==> config.mk <==
export PLATFORM = sky130hd
export DESIGN_NAME = cpt_gray
export DESIGN_NICKNAME = d
export VERILOG_FILES = /design/src/hw/rtl/cpt_pkg.sv /design/src/hw/rtl/cpt_gray.sv
export SDC_FILE = /design/constraint.sdc
export NUM_CORES = 1
export LEC_CHECK = 0
export BUFFER_PORTS_ARGS = -buffer_cell sky130_fd_sc_hd__buf_2
export CAP_MARGIN = 30
export CORE_ASPECT_RATIO = 2
export CORE_MARGIN = 3
export CORE_UTILIZATION = 45
export CTS_CLUSTER_SIZE = 12
export DETAILED_ROUTE_END_ITERATION = 8
export MAX_ROUTING_LAYER = met4
export SKIP_LAST_GASP = 1
export SLEW_MARGIN = 25
export SYNTH_ARGS = -nofsm -noshare
export SYNTH_HDL_FRONTEND = slang
export SYNTH_SLANG_ARGS = --single-unit
==> constraint.sdc <==
create_clock -name clk -period 2.2 [get_ports clk]
set_input_delay 0.11 -clock clk [delete_from_list [all_inputs] [get_ports clk]]
set_output_delay 0.11 -clock clk [all_outputs]
set_load 0.05 [all_outputs]
==> src/hw/rtl/cpt_pkg.sv <==
// Shared types and constants of the color palette table engine.
package cpt_pkg;

    // Operation codes carried in the operation field of an input transaction.
    localparam logic [2:0] OP_READ    = 3'd0;
    localparam logic [2:0] OP_WRITE   = 3'd1;
    localparam logic [2:0] OP_FIND    = 3'd2;
    localparam logic [2:0] OP_ROT_FWD = 3'd3;
    localparam logic [2:0] OP_ROT_BWD = 3'd4;
    localparam logic [2:0] OP_GRAY    = 3'd5;

    // Q0.16 luma weights for 0.299, 0.587 and 0.114; they sum to one.
    localparam logic [15:0] W_RED   = 16'd19595;
    localparam logic [15:0] W_GREEN = 16'd38470;
    localparam logic [15:0] W_BLUE  = 16'd7471;

    localparam logic [23:0] COLOR_BLACK = 24'h000000;
    localparam logic [23:0] COLOR_WHITE = 24'hFFFFFF;

    typedef struct packed {
        logic [2:0]  operation;
        logic [7:0]  entry_index;
        logic [7:0]  red_in;
        logic [7:0]  green_in;
        logic [7:0]  blue_in;
        logic [15:0] rotate_amount;
    } cpt_item_t;

    typedef struct packed {
        logic [7:0] red_out;
        logic [7:0] green_out;
        logic [7:0] blue_out;
        logic [7:0] match_index;
        logic       match_found;
        logic       index_error;
    } cpt_result_t;

    // One slot of the read pipeline: whether it holds data and which entry it is.
    typedef struct packed {
        logic       valid;
        logic [8:0] index;
    } cpt_pipe_t;

endpackage

==> src/hw/rtl/cpt_gray.sv <==
// Two-stage luma pipeline: weighted products, then their sum truncated to 8 bits.
module cpt_gray (
    input  logic                clk,
    input  logic                rst_n,
    input  cpt_pkg::cpt_pipe_t  src,
    input  logic [23:0]         color,
    output cpt_pkg::cpt_pipe_t  dst,
    output logic [7:0]          luma
);

    cpt_pkg::cpt_pipe_t prod_pipe_reg;
    cpt_pkg::cpt_pipe_t sum_pipe_reg;
    logic [23:0]        prod_r_reg, prod_g_reg, prod_b_reg;
    logic [23:0]        prod_r_next, prod_g_next, prod_b_next;
    logic [23:0]        sum;
    logic [7:0]         luma_reg;

    assign prod_r_next = 24'(cpt_pkg::W_RED)   * 24'(color[23:16]);
    assign prod_g_next = 24'(cpt_pkg::W_GREEN) * 24'(color[15:8]);
    assign prod_b_next = 24'(cpt_pkg::W_BLUE)  * 24'(color[7:0]);

    // The weights sum to 65536, so the total never exceeds 255 * 65536.
    assign sum = prod_r_reg + prod_g_reg + prod_b_reg;

    always_ff @(posedge clk or negedge rst_n)
    begin
        if (!rst_n)
        begin
            prod_pipe_reg <= '0;
            sum_pipe_reg  <= '0;
        end
        else
        begin
            prod_pipe_reg <= src;
            sum_pipe_reg  <= prod_pipe_reg;
        end
    end

    always_ff @(posedge clk)
    begin
        prod_r_reg <= prod_r_next;
        prod_g_reg <= prod_g_next;
        prod_b_reg <= prod_b_next;
        luma_reg   <= sum[23:16];
    end

    assign dst  = sum_pipe_reg;
    assign luma = luma_reg;

endmodule

==> results.ini, run 1 <==
[global_route]
grt_pass1_wl_um = 37300
grt_util_met1_pct = 21.6
grt-busiest-layer = met2
grt_use_met2_pct = 44.5
grt.met3_usage_pct = 2.09
antenna_found_initial = 1
grt_pass1_vias = 7860
grt_max_degree = 21
grt_overflow = 0
grtUsageTotal_pct = 22.7

[finish]
fin_cells = 1433
nNetsFinal = 1492
syn_to_final_growth_pct = 54.3
layout-drive-gt1-share_pct = 46.4
post-route-util_pct = 71.1
fill_cells = 1457

[logic_synthesis]
synth_edf_count = 0
syn_nets = 1170
yosysUniqueCellTypes = 56
synth_area_mm2 = 0.00876
synthFlopType = dfxtp_1
syn_inst = 850
synth_top_cell_area_share_pct = 28.8
yosys.area.top_type = ha_1
async_flop_share_pct = 21.1
ys_seq_area_share_pct = 22.8
syn_avg_cell_area_um2 = 10.3
synth-seq-cells = 95
yosys_warnings = 0
synth_area_leaders = ha_1, fa_1, dfxtp_1

[power]
switching_share_pct = 43.1
leakage_uw = 0.00649
power_uw = 19500
seq_power_share_pct = 14.6
switching_power_uw = 8400
power_density_mw_per_mm2 = 1440
clockPowerShare_pct = 7.7
comb_power_share_pct = 77.8
peakVddDrop_mv = 0.762
p_int_uw = 11100

[critical_path]
path_cells = buf_8, fa_2, inv_2, fa_1, inv_1, fa_1, inv_1, fa_1, inv_2, ha_4, nor2_2, a211oi_2, o2111a_1, or2_4, a311oi_2
crit_required_ns = 2.46
worst_setup_path_end_kind = flip-flop
cp-start-kind = input pin
slowest_delay_ns = 0.60
critPathSlowestCell = fa_2
path_buf_inv = 5
path_delay_family = adder cells
arrival_ns = 3.75
cp_common_cell = fa_1
crit_fanout = 4
critical_path_class = input pin to flip-flop

[place]
gp_congestion = 0.902
dp_slack_ns = -1.74
dp_cells = 1378
io_buffers = 53
place_hpwl_um = 18500

[run]
maxCapViolCount = 0

[floorplanning]
num_rows = 71
start_util_pct = 46.1
fp.dieH_um = 203
die_area_mm2 = 0.0213
coreArea_mm2 = 0.0190
dieWidth_um = 105
io_pins = 54

[sta]
fin_skew_ns = 0.00564
worst_slew_pin_slew_ns = 0.407
rsz0062_at_grt = yes
slew_headroom_pct = 72.9
min_period_over_period_pct = 159
setup_ws_ns = -1.30
setup_viol = 52
finalHoldViolCount = 0
slew_violations = 0
fmax_mhz = 286
min_period_ns = 3.50

[route]
first_iter_violations = 158
num_vias = 7133
routed_via_density = 4.98
route.detailed.drc = 0
dr.pass1.iters = 4
ant_nets = 0
routedWlPerCell_um = 15.7
drt-total-wl_um = 22500

[cts]
cts_buffers = 9
cts_tree = yes
clk_root_buffer_cell = clkbuf_16
ctsLongestPathBuffers = 2
htreeDepth = 3
clkTransAtPathRegs_ns = 0.07
cts.sinks = 95
worstSkewPairLatency_ns = 0.35

[status]
violations = setup timing
status = finished, violations left

[hold_path]
min_path_type = input pin to flip-flop

[cells by family (layout without fill, tap and decap cells)]
kind of cell / Yosys count / after routing / synth area share [%]
AOI/OAI and AO/OA: 144 / 144 / 10.7
xor gates and xnor gates: 52 / 52 / 5.20
adders and majority gates: 284 / 284 / 47.6
buffers and inverters: 145 / 472 / 6.21
DFF: 95 / 95 / 22.8
muxes: 3 / 3 / 0.371
other: 0 / 1 / 0
and+or+nand+nor: 127 / 127 / 7.14
[layer usage]
metal	routed length (um)	share of wire, %
met5	0	0
met4	1200	5.3
met3	466	2.1
met2	13200	59
met1	7600	34
[Yosys cell counts (5+ instances only)]
library cell,n
ha_1,202
xnor2_1,37
nand4_1,6
o21ai_0,21
a21o_1,14
and3_1,5
nor3_1,14
inv_1,141
o21a_1,8
a31oi_1,7
a21oi_1,47
o31ai_1,8
dfxtp_1,75
nand2_1,31
nor2_1,35
xor2_1,15
fa_1,82
nor2b_1,5
o21bai_1,6
a211oi_1,8
dfrtp_1,20
nand3_1,11
[timing repair]
action | CTS | global route
buffers inserted | 22 | 19
setup endpoints to repair | 56 | 55
hold buffers | 11 | 0
gates resized for setup | 161 | 96
endpoints found under the hold margin | 30 | 0
pin swaps | 128 | 86
[layout make-up]
type	count	area [um^2]	share of cell area, %
antenna	1	2.50	0.0185
clock buffer	9	225	1.67
clock inverter	7	66.3	0.490
inverter	141	549	4.06
multi-input combinational	610	7830	57.9
sequential	95	2010	14.9
tap	255	319	2.36
timing repair buffer	315	2520	18.6
[worst register-to-register path, delay by kind of cell, from the launching register on]
kind | cells | cell delay, ns
AOI/OAI and AO/OA | 1 | 0.16
muxes | 1 | 0.31
buffers and inverters | 1 | 0.13
and+or+nand+nor | 4 | 0.48
DFF | 1 | 0.32
adders and majority gates | 2 | 0.84
[layout by cell type, fill, tap and decap left out, types with 7 or more instances in the layout]
| cell | n |
|---|---|
| dfxtp_2 | 7 |
| a21oi_1 | 26 |
| o21ai_0 | 7 |
| buf_6 | 41 |
| o21ai_2 | 9 |
| clkbuf_16 | 9 |
| nor2_2 | 8 |
| fa_1 | 71 |
| nand2_1 | 24 |
| dfxtp_1 | 68 |
| a21oi_2 | 16 |
| inv_2 | 19 |
| nor2_1 | 22 |
| dfrtp_1 | 20 |
| ha_4 | 59 |
| ha_1 | 138 |
| fa_2 | 11 |
| xnor2_1 | 31 |
| a21o_1 | 14 |
| buf_2 | 38 |
| dlygate4sd3_1 | 11 |
| xor2_1 | 14 |
| inv_1 | 119 |
| o21a_1 | 7 |
| buf_4 | 219 |
[power groups by stage]
stage	combinational [uW]	sequential [uW]	clock [uW]
floorplan	7010	3060	0
global placement	11100	2870	0
detailed placement	11300	2870	0
CTS	14000	2860	1530
global route	16700	2910	1610
finish	15200	2840	1500
[path summary, 6_finish.rpt]
check	from	cells past startpoint	slack, ns	to
min in group asynchronous	rst_n	2	0.23	prod_pipe_reg[0]
max	color[5]	15	-1.30	prod_b_reg[19]
min reg2reg	prod_pipe_reg[8]	0	0.35	dst[8]
max reg2reg	prod_b_reg[10]	9	-0.15	luma[7]
min	color[0]	2	0.03	prod_b_reg[0]
max in group asynchronous	rst_n	2	1.68	dst[2]
[through the flow]
step	setup TNS, ns	cell area (um^2)	hold WS (ns)
finish	-29.19	13500	0.0308
global route	-33.95	13500	0.0493
CTS	-28.28	13000	0.0279
detailed placement	-53.50	11700	0.0687
global placement	-51.85	11700	0.0564
floorplan	-29.62	9430	-0.186
(Power assumes the default switching activity.)
==> run 2: changes to the inputs <==
--- a/config.mk
+++ b/config.mk
@@ -5,13 +5,12 @@
 export SDC_FILE = /design/constraint.sdc
 export NUM_CORES = 1
 export LEC_CHECK = 0
-export BUFFER_PORTS_ARGS = -buffer_cell sky130_fd_sc_hd__buf_2
 export CAP_MARGIN = 30
 export CORE_ASPECT_RATIO = 2
-export CORE_MARGIN = 3
 export CORE_UTILIZATION = 45
 export CTS_CLUSTER_SIZE = 12
 export DETAILED_ROUTE_END_ITERATION = 8
+export DONT_BUFFER_PORTS = 1
 export MAX_ROUTING_LAYER = met4
 export SKIP_LAST_GASP = 1
 export SLEW_MARGIN = 25
==> results.ini, run 2 (synthesis results as in run 1) <==
[status]
status = finished, violations left
violations = setup timing

[floorplanning]
io_pins = 54
start_util_pct = 46.3
num_rows = 71
dieWidth_um = 101
die_area_mm2 = 0.0201
fp.dieH_um = 199
coreArea_mm2 = 0.0189

[sta]
whs_ns = 0.00589
fmax_mhz = 298
slew_violations = 0
min_period_over_period_pct = 153
min_period_ns = 3.36
finalSetupTns_ns = -24.17
worst_slew_pin_slew_ns = 0.790
fin_skew_ns = 0.00491
setup_viol = 49
rsz0062_at_grt = yes
slew_headroom_pct = 47.1
setup_ws_ns = -1.16
finalHoldViolCount = 0

[cts]
cts.sinks = 95
worstSkewPairLatency_ns = 0.35
clk_root_buffer_cell = clkbuf_16
cts_tree = yes
htreeDepth = 3
ctsLongestPathBuffers = 2
cts_buffers = 9
clkTransAtPathRegs_ns = 0.07

[finish]
final_common_cell = buf_4
antenna_cells = 0
layout-drive-gt1-share_pct = 41.4
mostFrequentLayoutCells = buf_4, ha_1, inv_1
multi_input_area_mm2 = 0.00782
post-route-util_pct = 67.6
syn_to_final_growth_pct = 46.0
fill_cells = 1401
seq_area_mm2 = 0.00202
nNetsFinal = 1399

[global_route]
grt_pass1_vias = 7736
grt_overflow = 0
grt_max_degree = 21
grt_pass1_wl_um = 36100
antenna_found_initial = 0
grtUsageTotal_pct = 24.3

[route]
num_vias = 6836
routedWlPerCell_um = 17.1
ant_nets = 0
routed_via_density = 5.11
route.detailed.drc = 0
drt-total-wl_um = 22900
dr.pass1.iters = 6
first_iter_violations = 130

[hold_path]
min_path_type = input pin to flip-flop
holdPathStages = 2
min_from = color[18]
hold-path-endpoint = prod_r_reg[2]

[place]
gp_congestion = 0.925
io_buffers = 0
dp_slack_ns = -1.62
place_hpwl_um = 18900

[power]
power_uw = 19600
power_density_mw_per_mm2 = 1530
peakVddDrop_mv = 0.974
leakage_uw = 0.00603

[critical_path]
reg2reg_slack_ns = -0.29
path_cells = fa_1, inv_2, fa_1, inv_1, fa_1, inv_1, fa_1, inv_2, ha_4, o21ai_4, a211oi_2, a211oi_4, o31ai_4, a21oi_1, xnor2_1
slowest_delay_ns = 0.56
arrival_ns = 3.59
rr_worst_depth = 8
crit_required_ns = 2.44
crit_fanout = 6
cp-start-kind = input pin
r2r-end = luma[7]
critPathSlowestCell = fa_1
worst_setup_path_end_kind = flip-flop
critical_path_class = input pin to flip-flop
cp_common_cell = fa_1
path_buf_inv = 4
crit-reg2reg-launch = prod_b_reg[3]
path_delay_family = adder cells

[run]
maxCapViolCount = 0

-- run 2: area by class of cell --
class	instances	share of cell area (%)
multi-input cells	610	61.1
flip-flops and latches	95	15.8
clock inverters	7	0.528
well taps	255	2.49
clock buffers	9	1.76
repair buffers	222	14.1
inverters	141	4.23
-- run 2: worst max-delay path by stage --
stage	startpoint	depth (start not counted)	endpoint
after floorplan	color[7]	15	prod_b_reg[20]
after global placement	color[7]	15	prod_b_reg[20]
after detailed placement	color[7]	15	prod_b_reg[20]
after CTS	color[7]	16	prod_b_reg[20]
after global routing	color[5]	15	prod_b_reg[20]
final	color[5]	15	prod_b_reg[20]
-- run 2: timing repair --
item,4_1_cts,5_1_grt
resized for setup,113,95
pin swaps,83,79
hold endpoints to repair,33,0
setup buffers,11,20
endpoints found under the setup margin,50,52
hold buffers,14,0
-- run 2: where the power goes --
part	internal, uW	total [uW]	switching [uW]
Sequential	2490	3190	699
Combinational	7650	15000	7300
Clock	788	1490	703
-- run 2: routing by layer --
| layer | up-vias | share of wire, % | GRT usage [%] |
|---|---|---|---|
| li1 | 3354 | - | - |
| met1 | 3353 | 33 | 21.0 |
| met2 | 84 | 62 | 51.3 |
| met3 | 45 | 1.5 | 2.10 |
| met4 | 0 | 3.1 | 9.23 |
| met5 | - | 0 | - |
-- run 2: per-stage QoR --
step	std cells	instance area, um^2
6_report	1339	12800
2_1_floorplan	850	9430
5_1_grt	1339	12800
4_1_cts	1328	12200
3_3_place_gp	1290	11100
3_5_place_dp	1290	11100
-- run 2: worst reg2reg max path, stage by stage, from the launching register on --
cell,delay [ns]
dfxtp_2,0.32
fa_1,0.48
ha_1,0.35
o2111ai_4,0.25
a21oi_4,0.06
o221ai_4,0.32
nand3_2,0.18
nand3_2,0.12
mux2_4,0.30
