[config.mk]
export PLATFORM = sky130hd
export DESIGN_NAME = cpt_mod
export DESIGN_NICKNAME = d
export VERILOG_FILES = /design/src/hw/rtl/cpt_mod.sv
export SDC_FILE = /design/constraint.sdc
export NUM_CORES = 1
export LEC_CHECK = 0
export BUFFER_PORTS_ARGS = -buffer_cell sky130_fd_sc_hd__buf_4
export CAP_MARGIN = 0
export CORE_UTILIZATION = 25
export CTS_CLUSTER_SIZE = 8
export DETAILED_ROUTE_END_ITERATION = 8
export SYNTH_ARGS = -nofsm -noshare
export SYNTH_HDL_FRONTEND = slang
export SYNTH_SLANG_ARGS = --single-unit
[constraint.sdc]
create_clock -name clk -period 2.6 [get_ports clk]
set_input_delay 0.26 -clock clk [delete_from_list [all_inputs] [get_ports clk]]
set_output_delay 0.26 -clock clk [all_outputs]
set_load 0.05 [all_outputs]
[src/hw/rtl/cpt_mod.sv]
// Bit-serial remainder unit: one restoring step per cycle over a 16-bit dividend.
module cpt_mod (
    input  logic        clk,
    input  logic        rst_n,
    input  logic        start,
    input  logic [15:0] dividend,
    input  logic [8:0]  divisor,
    output logic        done,
    output logic [8:0]  remainder
);

    localparam int STEPS  = 16;
    localparam int STEP_W = $clog2(STEPS);
    localparam logic [STEP_W-1:0] LAST_STEP = STEP_W'(STEPS - 1);

    logic              busy_reg, busy_next;
    logic              done_reg, done_next;
    logic [STEP_W-1:0] step_reg, step_next;
    logic [15:0]       shift_reg, shift_next;
    logic [8:0]        div_reg, div_next;
    logic [8:0]        rem_reg, rem_next;
    logic [9:0]        trial;
    logic [9:0]        diff;

    assign trial = {rem_reg, shift_reg[15]};
    assign diff  = trial - {1'b0, div_reg};

    always_comb
    begin
        busy_next  = busy_reg;
        done_next  = 1'b0;
        step_next  = step_reg;
        shift_next = shift_reg;
        div_next   = div_reg;
        rem_next   = rem_reg;
        if (start)
        begin
            busy_next  = 1'b1;
            step_next  = '0;
            shift_next = dividend;
            div_next   = divisor;
            rem_next   = '0;
        end
        else if (busy_reg)
        begin
            // The partial remainder stays below the divisor, so it fits in 9 bits.
            rem_next   = (trial >= {1'b0, div_reg}) ? diff[8:0] : trial[8:0];
            shift_next = {shift_reg[14:0], 1'b0};
            step_next  = step_reg + 1'b1;
            if (step_reg == LAST_STEP)
            begin
                busy_next = 1'b0;
                done_next = 1'b1;
            end
        end
    end

    always_ff @(posedge clk or negedge rst_n)
    begin
        if (!rst_n)
        begin
            busy_reg <= 1'b0;
            done_reg <= 1'b0;
        end
        else
        begin
            busy_reg <= busy_next;
            done_reg <= done_next;
        end
    end

    always_ff @(posedge clk)
    begin
        step_reg  <= step_next;
        shift_reg <= shift_next;
        div_reg   <= div_next;
        rem_reg   <= rem_next;
    end

    assign done      = done_reg;
    assign remainder = rem_reg;

endmodule

==> summary.txt, run 1 <==
Cells and area
  – Finished Layout Cells: ~320
  – Commonest non-fill, non-tap cell in the layout: buf_4
  – Final nets: 251
  – Filler cell count: 775
  – Most frequent cells in the layout: buf_4 (42), edfxtp_1 (25), mux2_2 (15), nor2_1 (14)
  – Layout cells sized above 1: 33.3%
  – Design area: ~2600 um^2
  – Core Util, Final: between 30% and 40%
  – Diodes inserted: 0
  – Max FFs per register: 16
  – Synthesis-to-finish area growth: 28.9%

Place
  – GPL Wtd Cong: ~0.79
  – Total placed instance area: about 2400 um^2
  – Post-DP HPWL: between 2000 and 3000 um
  – DP Cell Count: 305
  – Port buffer count: 37

Detailed routing
  – WL final: around 4000 um
  – Residual DRC count: 0
  – WL/cell: ~12 um
  – Detailed Routing Iterations Pass 1: 4
  – Avg Vias per Cell: about 4.3
  – Iter 0 DRT Violations: between 100 and 150
  – Routed Antenna Nets: 0
  – Via count: around 1,400

Worst hold path
  – HP Class: input pin to flip-flop
  – HP Start: divisor[1]
  – Hold path cells: 1

Pwr
  – Lkg Pwr: approximately 1.1 nW
  – Total power: approximately 2.5 mW
  – Power density over cell area: around 970 nW/um^2
  – Worst VDD drop: between 0.2 and 0.3 mV

Clocking
  – Buffer depth of the longest clock path: 2
  – Clock-pin slew on the worst setup and hold paths: 90 ps
  – Sink Count: 40
  – CTS Buf Count: 5
  – Clock Latency Late Sink: 300 ps
  – CTS root buf: clkbuf_8
  – Max H-tree Level: 2
  – CTS tree: done

Floorplanning
  – Die area: around 8300 um^2
  – Initial Utilization: 25.7%
  – I/O pins: 38
  – Core Area: 7730 um^2
  – Die height: between 90 and 100 um
  – DIE WIDTH: a little over 90 um
  – # rows: 32

STA
  – Setup-failing EPs final: 0
  – Slew margin rel.: a little under three fifths
  – Fin crit share: a little over nine tenths
  – Final Hold Viols: 0
  – Fin crit period: around 2500 ps
  – Slew Viols, Final: 0
  – Final Skew: 10.0 ps
  – Final Hold Slack: 131 ps
  – Worst-Margin Slew: about 640 ps
  – FMAX: about 400 MHz

Synthesis
  – Syn Area/Cell: between 10 and 15 um^2
  – Syn Nets: 205
  – Flops & latches, synth: 40
  – Synth warnings: 0
  – Mapped Cells: between 150 and 200
  – Cell Area, Synth: between 1500 and 2000 um^2
  – Post-synthesis cell type count: 37
  – Post-synthesis sequential area ratio: a little over half

Worst setup path
  – Worst EP required: 2810 ps
  – FF-to-FF Start: shift_reg[15]
  – CP Capture Type: flip-flop
  – Crit start category: flip-flop
  – R2R cell count: 9
  – Arrival @ worst endpoint: roughly 2700 ps
  – Crit path kind: flip-flop to flip-flop
  – Setup crit start: shift_reg[15]
  – Crit path max fanout: 5

Global route
  – GRT Overall Usage: 9.71%
  – GRT overflow: 0
  – Antenna violations before repair: 0
  – First-pass GRT wire length: around 6300 um
  – Vias in the first global route: between 1,000 and 1,500
  – Largest net degree at the start of global routing: 22

Flow run
  – Max_cap viols: 0

Outcome
  – Status: finished, final reports clean
## cell families after synthesis
logic type,synth area share (%)
buf+inv,3.96
fa+ha+maj,7.30
compound gates,10.8
mux,12.0
flops,53.4
simple gates,9.06
xor+xnor,3.52
## path summary, 6_finish.rpt
path,end,slack (ps)
max,remainder[4],120
min,div_reg[1],130
max reg2reg,remainder[4],120
min reg2reg,done,510
max in group asynchronous,done,2240
min in group asynchronous,busy_reg,280
## through the flow
stage	setup TNS, ps	setup slack (ps)
final	0	117
after global routing	-2.92	-2.92
after CTS	0	11.2
after detailed placement	0	36.2
after global placement	0	81.6
after floorplan	0	91.5
## synth_stat cells
library cell  instances  area share, %
xnor2_1               3            1.3
nand2_1               9            1.7
nand4_1               2           0.63
dfrtp_1               2            2.5
buf_4                 1           0.38
buf_6                 1           0.57
nand2b_1              2           0.63
or2b_1                1           0.38
and2_1                1           0.31
a311oi_1              1           0.44
a21o_1                4            1.5
mux2_2               15            8.5
o31ai_2               1           0.63
o21ai_0               4            1.0
o31ai_1               1           0.38
and3_2                1           0.38
nor2_1               14            2.6
dfxtp_1              13             13
a32oi_1               1           0.44
nor3_1                2           0.50
and3_1                3           0.94
inv_1                13            2.5
o21a_1                2           0.75
or4_2                 1           0.44
o2bb2ai_1             1           0.44
a211oi_1              6            2.3
nand3_1               2           0.50
fa_1                  1            1.0
a21oi_1               4            1.0
a211o_1               2           0.88
a31o_1                1           0.44
xor2_1                5            2.2
edfxtp_1             25             38
a221o_2               1           0.57
ha_1                 10            6.3
mux2i_1               7            3.5
clkbuf_1              3           0.57
## layer usage
metal	up-vias	wire, um	global-route usage (%)
met5	-	0	0
met4	0	76	3.97
met3	8	147	2.76
met2	26	1750	15.2
met1	622	1940	12.6
li1	700	-	-
## worst max-delay path, stage by stage (launching register included)
cell and delay (ps):
edfxtp_1 390, inv_1 70, ha_1 160, inv_1 60
fa_1 390, a21o_1 190, a221o_2 410, a211o_4 390
mux2i_1 130, a211oi_1 220
## repair_timing
| action | CTS | global route |
|---|---|---|
| hold endpoints to repair | 2 | 0 |
| endpoints found under the setup margin | 0 | 8 |
| setup buffers | 0 | 0 |
| gates resized for setup | 0 | 3 |
| hold buffers | 1 | 0 |
## where the power goes
group	switching [mW]	leakage (nW)	internal, mW
Clock	0.226	0.0636	0.345
Combinational	0.604	0.665	0.461
Sequential	0.0855	0.389	0.776
## final cells by class
cell class	instances	area (um^2)	area share, %
timing repair buffer	43	325	12.7
tap	102	128	4.98
clock inverter	1	30.0	1.17
clock buffer	7	97.6	3.81
multi-input combinational	109	872	34.0
inverter	13	48.8	1.90
sequential	40	1060	41.4
(Power assumes the default switching activity.)
==> run 2: changes to the inputs <==
--- a/config.mk
+++ b/config.mk
@@ -8,6 +8,7 @@
 export BUFFER_PORTS_ARGS = -buffer_cell sky130_fd_sc_hd__buf_4
 export CAP_MARGIN = 0
 export CORE_UTILIZATION = 25
+export CTS_BUF_LIST = sky130_fd_sc_hd__clkbuf_8 sky130_fd_sc_hd__clkbuf_16
 export CTS_CLUSTER_SIZE = 8
 export DETAILED_ROUTE_END_ITERATION = 8
 export SYNTH_ARGS = -nofsm -noshare
==> summary.txt, run 2 (same netlist as run 1, synthesis figures left out) <==
STA
  – Worst-Margin Slew: 639 ps (was 637 ps)
  – Fin crit period: 2480 ps (unchanged)
  – FMAX: 403 MHz (unchanged)
  – Final Hold Slack: 130 ps (was 131 ps)
  – Final Hold Viols: 0 (unchanged)
  – Slew Viols, Final: 0 (unchanged)
  – Setup-failing EPs final: 0 (unchanged)
  – Fin crit share: 95.5% (unchanged)
  – Final Skew: 11.5 ps (was 10.0 ps)
  – Slew margin rel.: 57.4% (was 57.5%)
  – Final WS setup: 117 ps (unchanged)

Detailed routing
  – Avg Vias per Cell: 4.30 (about the same)
  – Detailed Routing Iterations Pass 1: 4 (unchanged)
  – WL final: 3920 um (about the same)
  – Residual DRC count: 0 (unchanged)
  – Iter 0 DRT Violations: 114 (unchanged)
  – Routed Antenna Nets: 0 (unchanged)
  – WL/cell: 12.5 um (was 12.4 um)
  – Via count: 1,354 (was 1,356)

Floorplanning
  – # rows: 32 (unchanged)
  – Core Area: 7730 um^2 (unchanged)
  – I/O pins: 38 (unchanged)
  – DIE WIDTH: 91.2 um (unchanged)
  – Die area: 8310 um^2 (unchanged)
  – Initial Utilization: 25.7% (unchanged)
  – Die height: 91.2 um (unchanged)

Cells and area
  – Max FFs per register: 16 (unchanged)
  – Filler cell count: 775 (unchanged)
  – Layout cells sized above 1: 33.3% (unchanged)
  – Most frequent cells in the layout: buf_4 (42), edfxtp_1 (25), mux2_2 (15), inv_1 (14), nor2_1 (14) (was buf_4 (42), edfxtp_1 (25), mux2_2 (15), nor2_1 (14))
  – Finished Layout Cells: 315 (unchanged)
  – Diodes inserted: 0 (unchanged)
  – Final nets: 251 (unchanged)
  – Core Util, Final: 33.2% (unchanged)
  – FF+latch area: 1060 um^2 (unchanged)
  – Commonest non-fill, non-tap cell in the layout: buf_4 (unchanged)
  – Synthesis-to-finish area growth: 28.9% (unchanged)
  – Multi-input gate area: 872 um^2 (unchanged)

Place
  – DP Cell Count: 305 (unchanged)
  – GPL Wtd Cong: 0.789 (unchanged)
  – Post-DP HPWL: 2820 um (unchanged)
  – Setup WS pre-CTS: 36.2 ps (unchanged)
  – Port buffer count: 37 (unchanged)

Pwr
  – Clock power frac: 22.8% (was 22.9%)
  – Lkg Pwr: 1.12 nW (about the same)
  – Worst VDD drop: 0.271 mV (about the same)
  – Cell Int Power: 1.58 mW (about the same)
  – Comb power frac: 42.7% (was 42.6%)
  – Power density over cell area: 974 nW/um^2 (about the same)
  – Flop pwr share: 34.5% (about the same)
  – Switching power: 917 uW (was 916 uW)
  – Net Sw Frac: 36.8% (was 36.7%)

Worst setup path
  – Crit start category: flip-flop (unchanged)
  – Crit path kind: flip-flop to flip-flop (unchanged)
  – Top delay family on crit path: compound AO/OA/AOI/OAI gates (unchanged)
  – Worst reg2reg setup slack: 120 ps (about the same)
  – CP Depth: 9 (unchanged)
  – CP bufs+invs: 2 (unchanged)
  – Setup crit end: remainder[4] (unchanged)
  – R2R cell count: 9 (unchanged)
  – Crit path max fanout: 5 (unchanged)
  – Max incr delay on CP: 410 ps (about the same)
  – Setup crit start: shift_reg[15] (unchanged)
  – Arrival @ worst endpoint: 2690 ps (about the same)
  – FF-to-FF Start: shift_reg[15] (unchanged)
  – Worst EP required: 2810 ps (about the same)
  – Critical-path top delay cell: a221o_2 (unchanged)
  – Crit-path cells: inv_1 -> ha_1 -> inv_1 -> fa_1 -> a21o_1 -> a221o_2 -> a211o_4 -> mux2i_1 -> a211oi_1 (unchanged)
  – Capturing point of the worst reg2reg path: remainder[4] (unchanged)
  – Most used cell, CP: inv_1 (unchanged)
  – CP Capture Type: flip-flop (unchanged)

Clocking
  – Sink Count: 40 (unchanged)
  – Buffer depth of the longest clock path: 2 (unchanged)
  – CTS Buf Count: 5 (unchanged)
  – Max H-tree Level: 2 (unchanged)
  – Postcts setup bufs: 0 (unchanged)
  – Clock Latency Late Sink: 300 ps (about the same)
  – CTS root buf: clkbuf_8 (unchanged)
  – Clock-pin slew on the worst setup and hold paths: 90 ps (about the same)
  – CTS tree: done (unchanged)

Worst hold path
  – HP Class: input pin to flip-flop (unchanged)

Outcome
  – Status: finished, final reports clean (unchanged)

Flow run
  – Max_cap viols: 0 (unchanged)

Global route
  – Vias in the first global route: 1,310 (unchanged)
  – Largest net degree at the start of global routing: 22 (unchanged)
  – GRT overflow: 0 (unchanged)
  – First-pass GRT wire length: 6310 um (unchanged)
  – Antenna violations before repair: 0 (unchanged)
  – GRT Overall Usage: 9.71% (unchanged)
==> run 2: changes by cell type in the layout (fill, tap and decap cells not counted), sizes merged <==
cell    delta
clkbuf     -1
inv        +1
==> run 2: per-stage QoR <==
stage,power (mW),cell area (um^2),TNS [ps]
after floorplan,1.62,1990,0
after global placement,1.88,2400,0
after detailed placement,1.89,2400,0
after CTS,2.45,2540,0
after global routing,2.63,2560,-2.92
final,2.49,2560,0
==> run 2: worst min-delay path by stage <==
stage / startpoint / to / depth (start not counted)
2_1_floorplan: rst_n / busy_reg / 0
3_3_place_gp: rst_n / done / 1
3_5_place_dp: rst_n / done / 1
4_1_cts: divisor[1] / div_reg[1] / 1
5_1_grt: divisor[0] / div_reg[0] / 1
6_report: divisor[1] / div_reg[1] / 1
==> run 2: power by group through the flow <==
stage	clock (mW)	sequential (mW)	combinational (mW)
finish	0.569	0.861	1.06
global route	0.608	0.874	1.15
CTS	0.577	0.863	1.01
detailed placement	0	0.879	1.01
global placement	0	0.877	1.01
floorplan	0	1.04	0.575
==> run 2: area by class of cell <==
cell class	instances	area share, %
flip-flops and latches	40	41.4
inverters	13	1.90
well taps	102	4.98
repair buffers	43	12.7
multi-input cells	109	34.0
clock inverters	2	1.32
clock buffers	6	3.66
==> run 2: repair_timing <==
| action | CTS | global route |
|---|---|---|
| endpoints found under the hold margin | 2 | 0 |
| resized for setup | 0 | 3 |
| hold buffers | 1 | 0 |
| endpoints found under the setup margin | 0 | 8 |
==> run 2: worst reg2reg max path: stages (launching register included) <==
cell      delay (ps)
edfxtp_1         390
inv_1             70
ha_1             160
inv_1             60
fa_1             390
a21o_1           190
a221o_2          410
a211o_4          390
mux2i_1          130
a211oi_1         220
==> run 2: routing by layer <==
layer	GRT usage, %	wire length (um)	vias to the layer above
met2	15.2	1750	26
met5	0	0	-
met3	2.76	147	8
met1	12.6	1950	620
met4	3.97	76	0
li1	-	-	700
